File: src/hdl/unfp_pkg.sv
// unfp_pkg: shared types and constants for the UBX navigation frame parser.
// No dependencies; imported by the top level and the parser core.
`timescale 1ns / 1ps

package unfp_pkg;

   localparam logic [7:0] SYNC_1    = 8'hB5;
   localparam logic [7:0] SYNC_2    = 8'h62;
   localparam logic [7:0] NAV_CLASS = 8'h01;
   localparam logic [7:0] ID_POSLLH = 8'h02;
   localparam logic [7:0] ID_STATUS = 8'h03;

   localparam logic [1:0] DONE_NONE   = 2'd0;
   localparam logic [1:0] DONE_POSLLH = 2'd1;
   localparam logic [1:0] DONE_STATUS = 2'd2;

   typedef enum logic [1:0] {
      KIND_NONE    = 2'd0,
      KIND_POSLLH  = 2'd1,
      KIND_STATUS  = 2'd2,
      KIND_PENDING = 2'd3
   } unfp_kind_type;

   typedef struct packed {
      logic [1:0]  msg_done;
      logic [31:0] lat;
      logic [31:0] lon;
      logic [7:0]  fix;
   } unfp_result_type;

endpackage

File: src/hdl/ubx_nav_frame_parser.sv
// ubx_nav_frame_parser: top level, input stage, parser core and result register.
// Depends on unfp_pkg, unfp_in_stage and unfp_parser.
//
//   channel | direction | handshake            | payload
//   req     | in        | req_valid/req_stall  | req_rx_byte[7:0]
//   rsp     | out       | rsp_valid/rsp_stall  | rsp_msg_done, rsp_latitude,
//           |           |                      | rsp_longitude, rsp_fix_type
//
// One beat in, one beat out; a new byte is taken every cycle unless rsp stalls.
// Bytes pass the input register, then the parser step into the result register.
// Synchronous reset clears the frame position, checksum and committed fields.
// A stalled result holds the parser; the input register stalls the req side
// only while it is full and cannot move on.
`timescale 1ns / 1ps

module ubx_nav_frame_parser
   import unfp_pkg::*;
#(
   parameter int POSLLH_FRAME_LEN = 32,
   parameter int STATUS_FRAME_LEN = 20
) (
   input  logic               clock,
   input  logic               reset,
   input  logic               req_valid,
   output logic               req_stall,
   input  logic [7:0]         req_rx_byte,
   output logic               rsp_valid,
   input  logic               rsp_stall,
   output logic [1:0]         rsp_msg_done,
   output logic signed [30:0] rsp_latitude,
   output logic signed [31:0] rsp_longitude,
   output logic [7:0]         rsp_fix_type
);

   logic            s1_valid;
   logic [7:0]      s1_byte;
   logic            advance;
   unfp_result_type result;

   logic            rsp_valid_ff, rsp_valid_in;
   logic [1:0]      done_ff;
   logic [30:0]     lat_ff;
   logic [31:0]     lon_ff;
   logic [7:0]      fix_ff;

   assign advance = s1_valid && (!rsp_valid_ff || !rsp_stall);

   unfp_in_stage u_in_stage (
      .clock       (clock),
      .reset       (reset),
      .req_valid   (req_valid),
      .req_rx_byte (req_rx_byte),
      .req_stall   (req_stall),
      .advance     (advance),
      .s1_valid    (s1_valid),
      .s1_byte     (s1_byte)
   );

   unfp_parser #(
      .POSLLH_FRAME_LEN (POSLLH_FRAME_LEN),
      .STATUS_FRAME_LEN (STATUS_FRAME_LEN)
   ) u_parser (
      .clock   (clock),
      .reset   (reset),
      .step    (advance),
      .rx_byte (s1_byte),
      .result  (result)
   );

   always_comb begin
      rsp_valid_in = rsp_valid_ff;
      if (advance) begin
         rsp_valid_in = 1'b1;
      end else if (!rsp_stall) begin
         rsp_valid_in = 1'b0;
      end
   end

   always_ff @(posedge clock) begin
      if (reset) begin
         rsp_valid_ff <= 1'b0;
      end else begin
         rsp_valid_ff <= rsp_valid_in;
      end
   end

   always_ff @(posedge clock) begin
      if (advance) begin
         done_ff <= result.msg_done;
         lat_ff  <= result.lat[30:0];
         lon_ff  <= result.lon;
         fix_ff  <= result.fix;
      end
   end

   assign rsp_valid     = rsp_valid_ff;
   assign rsp_msg_done  = done_ff;
   assign rsp_latitude  = $signed(lat_ff);
   assign rsp_longitude = $signed(lon_ff);
   assign rsp_fix_type  = fix_ff;

endmodule

File: src/hdl/unfp_in_stage.sv
// unfp_in_stage: input register for received bytes with stall generation.
// No dependencies.
`timescale 1ns / 1ps

module unfp_in_stage (
   input  logic       clock,
   input  logic       reset,
   input  logic       req_valid,
   input  logic [7:0] req_rx_byte,
   output logic       req_stall,
   input  logic       advance,
   output logic       s1_valid,
   output logic [7:0] s1_byte
);

   logic       valid_ff, valid_in;
   logic [7:0] byte_ff;
   logic       take;

   assign req_stall = valid_ff && !advance;
   assign take      = req_valid && !req_stall;

   always_comb begin
      valid_in = valid_ff;
      if (take) begin
         valid_in = 1'b1;
      end else if (advance) begin
         valid_in = 1'b0;
      end
   end

   always_ff @(posedge clock) begin
      if (reset) begin
         valid_ff <= 1'b0;
      end else begin
         valid_ff <= valid_in;
      end
   end

   always_ff @(posedge clock) begin
      if (take) begin
         byte_ff <= req_rx_byte;
      end
   end

   assign s1_valid = valid_ff;
   assign s1_byte  = byte_ff;

endmodule

File: src/hdl/unfp_parser.sv
// unfp_parser: frame position, Fletcher checksum, field capture and commit.
// Depends on unfp_pkg for kind codes, done codes and the result struct.
`timescale 1ns / 1ps

module unfp_parser
   import unfp_pkg::*;
#(
   parameter int POSLLH_FRAME_LEN = 32,
   parameter int STATUS_FRAME_LEN = 20
) (
   input  logic            clock,
   input  logic            reset,
   input  logic            step,
   input  logic [7:0]      rx_byte,
   output unfp_result_type result
);

   localparam int MAX_LEN = (POSLLH_FRAME_LEN > STATUS_FRAME_LEN) ?
                            POSLLH_FRAME_LEN : STATUS_FRAME_LEN;
   localparam int PW = $clog2(MAX_LEN + 4);

   localparam logic [PW-1:0] POS_ONE   = PW'(1);
   localparam logic [PW-1:0] POS_TWO   = PW'(2);
   localparam logic [PW-1:0] IDX_FIX   = PW'(8);
   localparam logic [PW-1:0] IDX_LON   = PW'(8);
   localparam logic [PW-1:0] IDX_LAT   = PW'(12);
   localparam logic [PW-1:0] IDX_END   = PW'(16);
   localparam logic [PW-1:0] LEN_POS   = PW'(POSLLH_FRAME_LEN);
   localparam logic [PW-1:0] LEN_STA   = PW'(STATUS_FRAME_LEN);
   localparam logic [PW-1:0] LEN_POS_1 = PW'(POSLLH_FRAME_LEN + 1);
   localparam logic [PW-1:0] LEN_STA_1 = PW'(STATUS_FRAME_LEN + 1);

   logic [PW-1:0] pos_ff, pos_in;
   unfp_kind_type kind_ff, kind_in;
   logic [7:0]    sum_a_ff, sum_a_in, sum_b_ff, sum_b_in;
   logic [31:0]   lat_sh_ff, lat_sh_in, lon_sh_ff, lon_sh_in;
   logic [7:0]    fix_sh_ff, fix_sh_in;
   logic [31:0]   lat_ff, lat_in, lon_ff, lon_in;
   logic [7:0]    fix_ff, fix_in;
   logic [1:0]    done;

   logic [PW-1:0] idx, len, len_p1;
   logic          live;

   always_comb begin
      pos_in    = pos_ff;
      kind_in   = kind_ff;
      sum_a_in  = sum_a_ff;
      sum_b_in  = sum_b_ff;
      lat_sh_in = lat_sh_ff;
      lon_sh_in = lon_sh_ff;
      fix_sh_in = fix_sh_ff;
      lat_in    = lat_ff;
      lon_in    = lon_ff;
      fix_in    = fix_ff;
      done      = DONE_NONE;
      idx       = pos_ff - POS_TWO;
      live      = 1'b0;
      len       = LEN_STA;
      len_p1    = LEN_STA_1;

      if (pos_ff < POS_TWO) begin
         // sync hunt; a repeated 0xB5 drops back to hunting for the first sync byte
         if (rx_byte == ((pos_ff == '0) ? SYNC_1 : SYNC_2)) begin
            pos_in = pos_ff + POS_ONE;
         end else begin
            pos_in = '0;
         end
      end else begin
         pos_in = pos_ff + POS_ONE;
         live   = 1'b1;
         if (idx == '0) begin
            kind_in  = (rx_byte == NAV_CLASS) ? KIND_PENDING : KIND_NONE;
            sum_a_in = '0;
            sum_b_in = '0;
         end else if (idx == POS_ONE) begin
            if (kind_ff == KIND_PENDING && rx_byte == ID_POSLLH) begin
               kind_in = KIND_POSLLH;
            end else if (kind_ff == KIND_PENDING && rx_byte == ID_STATUS) begin
               kind_in = KIND_STATUS;
            end else begin
               kind_in = KIND_NONE;
               pos_in  = '0;
               live    = 1'b0;
            end
         end

         if (kind_in == KIND_POSLLH) begin
            len    = LEN_POS;
            len_p1 = LEN_POS_1;
         end

         if (live) begin
            if (idx < POS_TWO || idx < len) begin
               sum_a_in = sum_a_in + rx_byte;
               sum_b_in = sum_b_in + sum_a_in;
               if (idx == IDX_FIX) begin
                  fix_sh_in = rx_byte;
               end
               if (idx >= IDX_LON && idx < IDX_LAT) begin
                  lon_sh_in[idx[1:0]*8 +: 8] = rx_byte;
               end
               if (idx >= IDX_LAT && idx < IDX_END) begin
                  lat_sh_in[idx[1:0]*8 +: 8] = rx_byte;
               end
            end else if (idx == len) begin
               if (rx_byte != sum_a_ff) begin
                  pos_in = '0;
               end
            end else begin
               pos_in = '0;
               if (idx == len_p1 && rx_byte == sum_b_ff) begin
                  if (kind_in == KIND_POSLLH) begin
                     lat_in = lat_sh_ff;
                     lon_in = lon_sh_ff;
                     done   = DONE_POSLLH;
                  end else if (kind_in == KIND_STATUS) begin
                     fix_in = fix_sh_ff;
                     done   = DONE_STATUS;
                  end
               end
            end
         end
      end
   end

   always_ff @(posedge clock) begin
      if (reset) begin
         pos_ff    <= '0;
         kind_ff   <= KIND_NONE;
         sum_a_ff  <= '0;
         sum_b_ff  <= '0;
         lat_sh_ff <= '0;
         lon_sh_ff <= '0;
         fix_sh_ff <= '0;
         lat_ff    <= '0;
         lon_ff    <= '0;
         fix_ff    <= '0;
      end else if (step) begin
         pos_ff    <= pos_in;
         kind_ff   <= kind_in;
         sum_a_ff  <= sum_a_in;
         sum_b_ff  <= sum_b_in;
         lat_sh_ff <= lat_sh_in;
         lon_sh_ff <= lon_sh_in;
         fix_sh_ff <= fix_sh_in;
         lat_ff    <= lat_in;
         lon_ff    <= lon_in;
         fix_ff    <= fix_in;
      end
   end

   always_comb begin
      result.msg_done = done;
      result.lat      = lat_in;
      result.lon      = lon_in;
      result.fix      = fix_in;
   end

endmodule
File: config.mk
export PLATFORM = sky130hd
export DESIGN_NAME = ubx_nav_frame_parser
export DESIGN_NICKNAME = d
export VERILOG_FILES = /design/src/hdl/unfp_pkg.sv /design/src/hdl/ubx_nav_frame_parser.sv /design/src/hdl/unfp_in_stage.sv /design/src/hdl/unfp_parser.sv
export SDC_FILE = /design/constraint.sdc
export NUM_CORES = 1
export LEC_CHECK = 0
export BUFFER_PORTS_ARGS = -buffer_cell sky130_fd_sc_hd__buf_2
export CAP_MARGIN = 40
export CELL_PAD_IN_SITES_DETAIL_PLACEMENT = 0
export CELL_PAD_IN_SITES_GLOBAL_PLACEMENT = 1
export CORE_MARGIN = 4
export CORE_UTILIZATION = 43
export DETAILED_ROUTE_END_ITERATION = 10
export PLACE_DENSITY_LB_ADDON = 0.08
export SYNTH_ARGS = -nofsm -noshare
export SYNTH_HDL_FRONTEND = slang
export SYNTH_SLANG_ARGS = --single-unit
File: constraint.sdc
create_clock -name clock -period 4.9 [get_ports clock]
set_input_delay 0 -clock clock [delete_from_list [all_inputs] [get_ports clock]]
set_output_delay 0 -clock clock [all_outputs]
set_load 0.05 [all_outputs]
==> results_dict.tcl, run 1 <==
set metrics [dict create \
    cts.path.max_buffers 3 \
    cp_data_arrival_time_ps 4900 \
    cp-end-kind "flip-flop" \
    async_flop_share 0 \
    die_w_um 168 \
    yosysSeqAreaShare 0.529 \
    ir_worst_vdd_mv 0.277 \
    multi_input_area_sq_um 4840 \
    grt_pass1_wl_mm 41.7 \
    sw_frac_of_total 0.234 \
    clkLatencyLatePin_ps 530 \
    skew_ps 11.5 \
    synth_top_flop_cell "dfxtp_1" \
    layout_commonest_cell "nor2_1" \
    rsz0062_at_grt "false" \
    cp.required_ps 5320 \
    fmax_mhz 223 \
    drt-wirelength-per-cell_um 16.7 \
    drt_wl_total_mm 25.3 \
    die-area_sq_um 28100 \
    final_cell_mix "nor2_1, dfxtp_1, nand2_1, buf_2, edfxtp_1" \
    setup_viol 0 \
    fin_crit_sh 0.914 \
    cts_tree "built" \
    viasPerCell 5.16 \
    netlist_instances 1067 \
    critPathMaxFanout 5 \
    crit_type "flip-flop to flip-flop" \
    wirelength_met1_mm 12.3 \
    ff_latch_area_sq_um 5800 \
    drv_cap 0 \
    vias 7831 \
    grt_pass1_vias 7855 \
    avgSynthCellArea_sq_um 10.3 \
    p_switching_mw 1.01 \
    hold_viol 0 \
    dr_wl_met3_mm 1.05 \
    yosys_warnings 0 \
    core_area_sq_um 25100 \
    yosysTopAreaCellShare 0.307 \
    ys_seq_elements 249 \
    gp_congestion 0.831 \
    synth_top_area_cell "dfxtp_1" \
    place_ws_ps 438 \
    synth_area_sq_um 10900 \
    cts.repair_timing.setup_buffer_count 0 \
    cp-start-kind "flip-flop" \
    grt_max_degree 73 \
    dp_hpwl_mm 15.9 \
    clk_pin_slew_ps 60 \
    p_seq_frac 0.502 \
    setup_ws_ps 421 \
    cts_resized 0 \
    fillerInstances 2402 \
    track_usage 0.180 \
    initial_utilization 0.436 \
    pwr-share-clk 0.438 \
    clock_tree.root_cell "clkbuf_16" \
    worst_pin_slew_ps 836 \
    synth_area_leaders "dfxtp_1, edfxtp_1, mux2i_1" \
    numCtsBuffers 26 \
    io_buffers 86 \
    grt_antenna_before_repair 0 \
    area_growth_pct 16.9 \
    drtIter0Drc 459 \
    pwr-share-comb 0.059 \
    tns_ps 0 \
    layout-drive-gt1-share 0.201 \
    max_slew_margin 0.437 \
    io_pins 87 \
    cts_sinks 249 \
    intPower_mw 3.31 \
    htree_levels 1 \
    slew_violations 0 \
    row_count 58 \
    p_leak_nw 4.65 \
    synthesis.nets 1109 \
    nets 1209 \
    yosys.cell_types.count 58 \
    finalCriticalPeriod_ps 4480 \
    die_h_um 168 \
    firstDrtPassIters 5 \
    overflow 0 \
    antenna_cells 0 \
    drt.antenna.violating_nets 0 \
    route.top_layer_used "met4" \
    hp-class "input port to flip-flop" \
    status "finished, final reports clean" \
    met2_length_mm 11.4 \
    p_per_area_nw_per_um2 337 \
    drcViolationCount 0 \
    synth_edf_count 81 \
]
sequential cells by signal (all words and copies together), names as in the netlist, 6 cells and up:
name and cells:
rsp_latitude 31, u_in_stage.s1_byte 8, u_parser.fix_ff 8, u_parser.fix_sh_ff 8, u_parser.lon_sh_ff 32, u_parser.sum_b_ff 8
u_parser.lon_ff 32, u_parser.lat_sh_ff 31, u_parser.lat_ff 31, u_parser.pos_ff 6, u_parser.sum_a_ff 8, rsp_fix_type 8
rsp_longitude 32
cells by family (layout without fill, tap and decap cells):
logic type	Yosys count	in the layout	synth area share
adder cells (fa/ha/maj)	30	30	0.0357
flip-flops	249	249	0.529
buffers and inverters	77	197	0.0296
AO/OA/AOI/OAI	132	132	0.0725
XOR/XNOR	28	28	0.0224
AND/OR/NAND/NOR	400	400	0.164
multiplexers	151	151	0.146
path summary, 6_finish.rpt:
check        slack [ps]              startpoint                      to  depth (start not counted)
max                 420      u_parser.pos_ff[1]    u_parser.sum_b_ff[7]                         21
min reg2reg         470  u_parser.lat_sh_ff[27]  u_parser.lat_sh_ff[27]                          2
min                 170          req_rx_byte[0]   u_in_stage.s1_byte[0]                          2
max reg2reg         420      u_parser.pos_ff[1]    u_parser.sum_b_ff[7]                         21
cell type report:
type | instances | share of cell area
Tap cell | 330 | 0.0323
Sequential cell | 249 | 0.453
Multi-Input combinational cell | 741 | 0.378
Clock inverter | 9 | 0.00635
Clock buffer | 39 | 0.0578
Inverter | 14 | 0.00420
Timing Repair Buffer | 135 | 0.0686
per-layer routing:
metal  vias to the layer above  GRT usage
li1                       3917          -
met5                         -          0
met3                        49     0.0241
met1                      3707      0.251
met4                         0     0.0512
met2                       158      0.294
cell usage after synthesis (3+ instances only):
master	instances
a21o_1	5
a21oi_1	76
a22o_1	3
a22oi_1	14
a31oi_1	5
and2_1	15
buf_2	10
buf_4	6
clkbuf_1	46
dfxtp_1	168
edfxtp_1	81
ha_1	28
inv_1	14
mux2_1	8
mux2_2	64
mux2i_1	79
nand2_1	91
nand2b_1	6
nand3_1	39
nand4_1	7
nor2_1	184
nor2b_1	8
nor3_1	17
nor4_1	4
o21ai_0	8
o22ai_1	3
or2_2	4
or3_1	10
xnor2_1	19
xor2_1	9
through the flow:
| stage | utilization | hold slack [ps] | instances | power [mW] | area, sq um |
|---|---|---|---|---|---|
| after global placement | 0.471 | 178 | 1454 | 2.46 | 11800 |
| after CTS | 0.510 | 157 | 1517 | 4.37 | 12800 |
| final | 0.510 | 174 | 1517 | 4.32 | 12800 |
| after global routing | 0.510 | 177 | 1517 | 4.47 | 12800 |
| after floorplan | - | 98.9 | 1067 | 2.39 | 10900 |
| after detailed placement | 0.472 | 178 | 1457 | 2.47 | 11900 |
worst max-delay path, cell delays in order (launching register included):
cell and delay (ps):
dfxtp_1 310, inv_1 140, ha_1 260, nor2b_1 70, a211o_1 280, o21ai_1 180, nand3_1 150, and2_1 210
ha_1 200, fa_1 400, a21o_1 190, a21oi_1 220, o21bai_1 90, a21oi_1 180, xnor2_1 110, ha_1 310
nor2_1 50, nor2_1 100, o41a_1 190, nor4bb_1 260, nand2b_1 150, mux2_2 320
power by group through the flow:
stage,clock [mW],sequential (mW),combinational [mW]
2_1_floorplan,0,2.33,0.0669
6_report,1.89,2.17,0.256
3_5_place_dp,0,2.22,0.251
4_1_cts,1.95,2.17,0.258
3_3_place_gp,0,2.21,0.248
5_1_grt,2.03,2.17,0.269
timing repair:
| action | 4_1_cts | 5_1_grt |
|---|---|---|
| endpoints found under the setup margin | 0 | 0 |
| hold buffers | 12 | 0 |
| hold endpoints to repair | 49 | 0 |
No activity file was read; power rests on OpenSTA's default activity.
==> inputs of run 2 (changes only) <==
--- a/config.mk
+++ b/config.mk
@@ -10,7 +10,8 @@
 export CELL_PAD_IN_SITES_DETAIL_PLACEMENT = 0
 export CELL_PAD_IN_SITES_GLOBAL_PLACEMENT = 1
 export CORE_MARGIN = 4
-export CORE_UTILIZATION = 43
+export CORE_UTILIZATION = 47
+export CTS_BUF_LIST = sky130_fd_sc_hd__clkbuf_16
 export DETAILED_ROUTE_END_ITERATION = 10
 export PLACE_DENSITY_LB_ADDON = 0.08
 export SYNTH_ARGS = -nofsm -noshare
==> constraint.sdc (replaced) <==
create_clock -name clock -period 4.5 [get_ports clock]
set_input_delay 0 -clock clock [delete_from_list [all_inputs] [get_ports clock]]
set_output_delay 0 -clock clock [all_outputs]
set_load 0.05 [all_outputs]
==> run 2 against run 1 <==
Against the previous run:
- clock power grew 4%
- critical path depth shrank 6
- die area fell by 8.1%
- combinational power up 11%
==> results_dict.tcl, run 2 (same netlist as run 1, synthesis figures left out) <==
set metrics [dict create \
    slew_violations 0 \
    row_count 55 \
    p_seq_frac 0.512 \
    gp_congestion 0.861 \
    drtIter0Drc 391 \
    io_buffers 86 \
    holdPathStages 2 \
    r2r_cells 15 \
    cts_sinks 249 \
    cp_data_arrival_time_ps 4580 \
    track_usage 0.191 \
    hp-class "input port to flip-flop" \
    nets 1228 \
    worst_pin_slew_ps 833 \
    post-route-util 0.572 \
    drt-wirelength-per-cell_um 16.5 \
    finalCriticalPeriod_ps 4300 \
    r2r-end "rsp_fix_type[4]" \
    pwr-share-clk 0.426 \
    dp.cells 1454 \
    grt_max_degree 62 \
    rsz0062_at_grt "true" \
    place_ws_ps 92.2 \
    cp-end-kind "flip-flop" \
    area_growth_pct 19.0 \
    drt_wl_total_mm 25.1 \
    intPower_mw 3.51 \
    viasPerCell 5.17 \
    antenna_cells 0 \
    ir_worst_vdd_mv 0.312 \
    worst-r2r-setup-slack_ps 200 \
    clock_tree.root_cell "clkbuf_16" \
    drcViolationCount 0 \
    drv_cap 0 \
    fin_crit_sh 0.955 \
    clk_pin_slew_ps 60 \
    initial_utilization 0.481 \
    cts_tree "built" \
    die_h_um 161 \
    layout_commonest_cell "nor2_1" \
    htree_levels 1 \
    cp-start-kind "flip-flop" \
    cts.path.max_buffers 3 \
    die-area_sq_um 25800 \
    tns_ps 0 \
    layout-drive-gt1-share 0.220 \
    p_per_area_nw_per_um2 354 \
    clkLatencyLatePin_ps 540 \
    skew_ps 14.5 \
    sw_frac_of_total 0.240 \
    max_slew_margin 0.439 \
    r2r_start "u_parser.pos_ff[1]" \
    crit_type "flip-flop to flip-flop" \
    grt_pass1_vias 7721 \
    totalPowerFinal_mw 4.61 \
    grt_pass1_wl_mm 40.7 \
    die_w_um 161 \
    hold_viol 0 \
    overflow 0 \
    numCtsBuffers 27 \
    final_area_sq_um 13000 \
    pwr-share-comb 0.061 \
    dpl-instance-area_sq_um 12000 \
    fin_cells 1520 \
    p_leak_nw 4.83 \
    setup.worst_path.start "u_parser.pos_ff[1]" \
    setup_viol 0 \
    holdWs_ps 185 \
    p_switching_mw 1.11 \
    firstDrtPassIters 5 \
    cp.required_ps 4780 \
    endpoint "rsp_fix_type[4]" \
    core_area_sq_um 22800 \
    fmax_mhz 233 \
    status "finished, final reports clean" \
    io_pins 87 \
    setup_ws_ps 203 \
    dp_hpwl_mm 16.0 \
    grt_antenna_before_repair 0 \
    drt.antenna.violating_nets 0 \
    critPathMaxFanout 8 \
    vias 7865 \
    final_cell_mix "nor2_1, dfxtp_1, nand2_1, buf_2, edfxtp_1" \
]
## run 2: cell types whose count changed in the layout (fill, tap and decap cells not counted), sizes merged
cell	before	now
clkinv	8	12
clkbuf	39	28
inv	13	24
bufinv	1	0
buf	123	138
dlygate4sd3	12	14
## run 2: metal layers
layer  GRT usage  share of wire
met1       0.263           0.47
met2       0.318           0.47
met3      0.0298          0.046
met4      0.0469          0.019
met5           0              0
## run 2: worst min-delay path by stage
stage | from | end | slack (ps)
after floorplan | req_rx_byte[0] | u_in_stage.s1_byte[0] | 100
after global placement | req_rx_byte[7] | u_in_stage.s1_byte[7] | 180
after detailed placement | req_rx_byte[1] | u_in_stage.s1_byte[1] | 180
after CTS | req_rx_byte[0] | u_in_stage.s1_byte[0] | 150
after global routing | req_rx_byte[4] | u_in_stage.s1_byte[4] | 180
final | req_rx_byte[6] | u_in_stage.s1_byte[6] | 180
## run 2: worst max-delay path, stage by stage, from the launching register on
cell     delay [ps]
dfxtp_2         320
buf_4           150
or3_1           430
a21bo_2         260
o21ai_2          90
buf_4           160
a31oi_1         160
o21ai_2         100
ha_1            280
nand2_1          60
or4_1           390
or4b_1          450
or3_1           400
nor4_4          210
buf_4           220
mux2_1          340
## run 2: power groups by stage
| stage | clock, mW | sequential, mW | combinational [mW] |
|---|---|---|---|
| floorplan | 0 | 2.53 | 0.0729 |
| global placement | 0 | 2.41 | 0.268 |
| detailed placement | 0 | 2.41 | 0.275 |
| CTS | 2.03 | 2.36 | 0.285 |
| global route | 2.12 | 2.37 | 0.300 |
| finish | 1.97 | 2.36 | 0.283 |
## run 2: area by class of cell
cell class	instances	area [sq um]
flip-flops and latches	249	5800
clock buffers	27	676
clock inverters	23	115
well taps	313	392
inverters	14	53.8
multi-input cells	741	4910
repair buffers	153	1080
fillers	2033	9760
## run 2: repair_timing
action	in CTS	in global routing
setup endpoints to repair	0	103
hold buffers	14	0
endpoints found under the hold margin	49	0
resized for setup	0	12
buffers inserted	0	1
==> inputs of run 3 (changes only) <==
--- a/config.mk
+++ b/config.mk
@@ -9,6 +9,7 @@
 export CAP_MARGIN = 40
 export CELL_PAD_IN_SITES_DETAIL_PLACEMENT = 0
 export CELL_PAD_IN_SITES_GLOBAL_PLACEMENT = 1
+export CORE_ASPECT_RATIO = 1.75
 export CORE_MARGIN = 4
 export CORE_UTILIZATION = 47
 export CTS_BUF_LIST = sky130_fd_sc_hd__clkbuf_16
==> run 3 against run 2 <==
Against the previous run:
- non-clock buffer count shrank 4
- clock power grew 4%
- flip-flop and latch count is the same
- die area grew 0.37%
- clock skew grew 2.8 ps
- utilization shrank 0.55 points
- total power grew 1.5%
- largest power group unchanged
==> results_dict.tcl, run 3 (same netlist as run 1, synthesis figures left out) <==
set metrics [dict create \
    cp_data_arrival_time_ps 4570 \
    rsz0062_at_grt "true" \
    die_h_um 210 \
    min-delay-start "reset" \
    totalPowerFinal_mw 4.68 \
    dp_hpwl_mm 16.5 \
    layout-drive-gt1-share 0.221 \
    critPathMaxFanout 8 \
    drt-wirelength-per-cell_um 17.4 \
    hold_viol 0 \
    grt_pass1_wl_mm 40.4 \
    row_count 73 \
    drcViolationCount 0 \
    fmax_mhz 233 \
    area_growth_pct 18.1 \
    cts_sinks 249 \
    p_leak_nw 4.77 \
    tns_ps 0 \
    layout_commonest_cell "nor2_1" \
    overflow 0 \
    drtIter0Drc 403 \
    clock_tree.root_cell "clkbuf_16" \
    initial_utilization 0.479 \
    cp_top_family "simple AND/OR/NAND/NOR gates" \
    cp-start-kind "flip-flop" \
    gp_congestion 0.845 \
    hp-class "input port to flip-flop" \
    worst_path_largest_cell_delay_ps 470 \
    grt_antenna_before_repair 0 \
    numCtsBuffers 23 \
    skew_ps 17.3 \
    cp-end-kind "flip-flop" \
    cp.required_ps 4780 \
    drt_wl_total_mm 26.0 \
    slew_violations 0 \
    track_usage 0.198 \
    nets 1220 \
    fin_crit_sh 0.952 \
    io_buffers 86 \
    vias 7887 \
    setup_viol 0 \
    die_w_um 123 \
    setup.worst_path.start "u_parser.pos_ff[2]" \
    core_area_sq_um 22800 \
    worst_pin_slew_ps 818 \
    fillerInstances 2114 \
    holdWs_ps 27.7 \
    htree_levels 1 \
    grt_max_degree 73 \
    cts.path.max_buffers 3 \
    cts_tree "built" \
    drt.antenna.violating_nets 0 \
    p_per_area_nw_per_um2 362 \
    finalCriticalPeriod_ps 4280 \
    cpMaxStageDelayCell "or4b_1" \
    grt_pass1_vias 7704 \
    r2r_start "u_parser.pos_ff[2]" \
    max_slew_margin 0.449 \
    io_pins 87 \
    ir_worst_vdd_mv 0.276 \
    clk_pin_slew_ps 70 \
    status "finished, final reports clean" \
    antenna_cells 0 \
    drv_cap 0 \
    final_cell_mix "nor2_1, dfxtp_1, nand2_1, buf_2, edfxtp_1" \
    critPathBufInv 3 \
    die-area_sq_um 25900 \
    worstPathCellList "buf_4 > or3_1 > a21bo_2 > o21ai_2 > buf_4 > a31oi_1 > o21ai_2 > ha_1 > nand2_1 > or4_1 > or4b_1 > or3_1 > nor4_4 > buf_4 > mux2_1" \
    cp_common_cell "buf_4" \
    firstDrtPassIters 4 \
    viasPerCell 5.28 \
    clkLatencyLatePin_ps 530 \
    crit_type "flip-flop to flip-flop" \
]
-- run 3: area by class of cell --
type / instances / area, sq um / share of cell area
Sequential cell: 249 / 5800 / 0.448
Multi-Input combinational cell: 741 / 4920 / 0.380
Timing Repair Buffer: 149 / 1000 / 0.0773
Clock buffer: 23 / 576 / 0.0445
Tap cell: 300 / 375 / 0.0290
Clock inverter: 19 / 210 / 0.0163
Inverter: 14 / 52.6 / 0.00406
-- run 3: final timing paths --
path | end | slack, ps | cells after the start
min | u_parser.sum_b_ff[1] | 30 | 2
max reg2reg | rsp_fix_type[0] | 220 | 15
min reg2reg | u_parser.lat_sh_ff[2] | 470 | 2
max | rsp_fix_type[0] | 220 | 15
-- run 3: power by group --
group          internal [mW]  switching, mW
Clock                   1.17          0.865
Combinational         0.0592          0.223
Sequential              2.35         0.0100
Total                   3.59           1.10
-- run 3: stage by stage --
| stage | utilization | cell area, sq um | setup slack, ps | instances |
|---|---|---|---|---|
| after floorplan | - | 11000 | 17.1 | 1067 |
| after global placement | 0.519 | 11900 | 235 | 1433 |
| after detailed placement | 0.520 | 11900 | 173 | 1434 |
| after CTS | 0.559 | 12800 | 151 | 1487 |
| after global routing | 0.566 | 12900 | -82.4 | 1495 |
| final | 0.566 | 12900 | 216 | 1495 |
-- run 3: layer usage --
metal	global-route usage	wire [um]	up-vias
met5	0	0	-
met4	0.0681	789	0
met3	0.0216	951	44
met2	0.369	14000	153
met1	0.229	10200	3750
li1	-	-	3940
-- run 3: what timing repair did --
| action | in CTS | in global routing |
|---|---|---|
| hold endpoints to repair | 18 | 0 |
| buffers inserted | 0 | 5 |
| setup endpoints to repair | 0 | 165 |
| hold buffers | 11 | 0 |
| gates resized for setup | 0 | 18 |
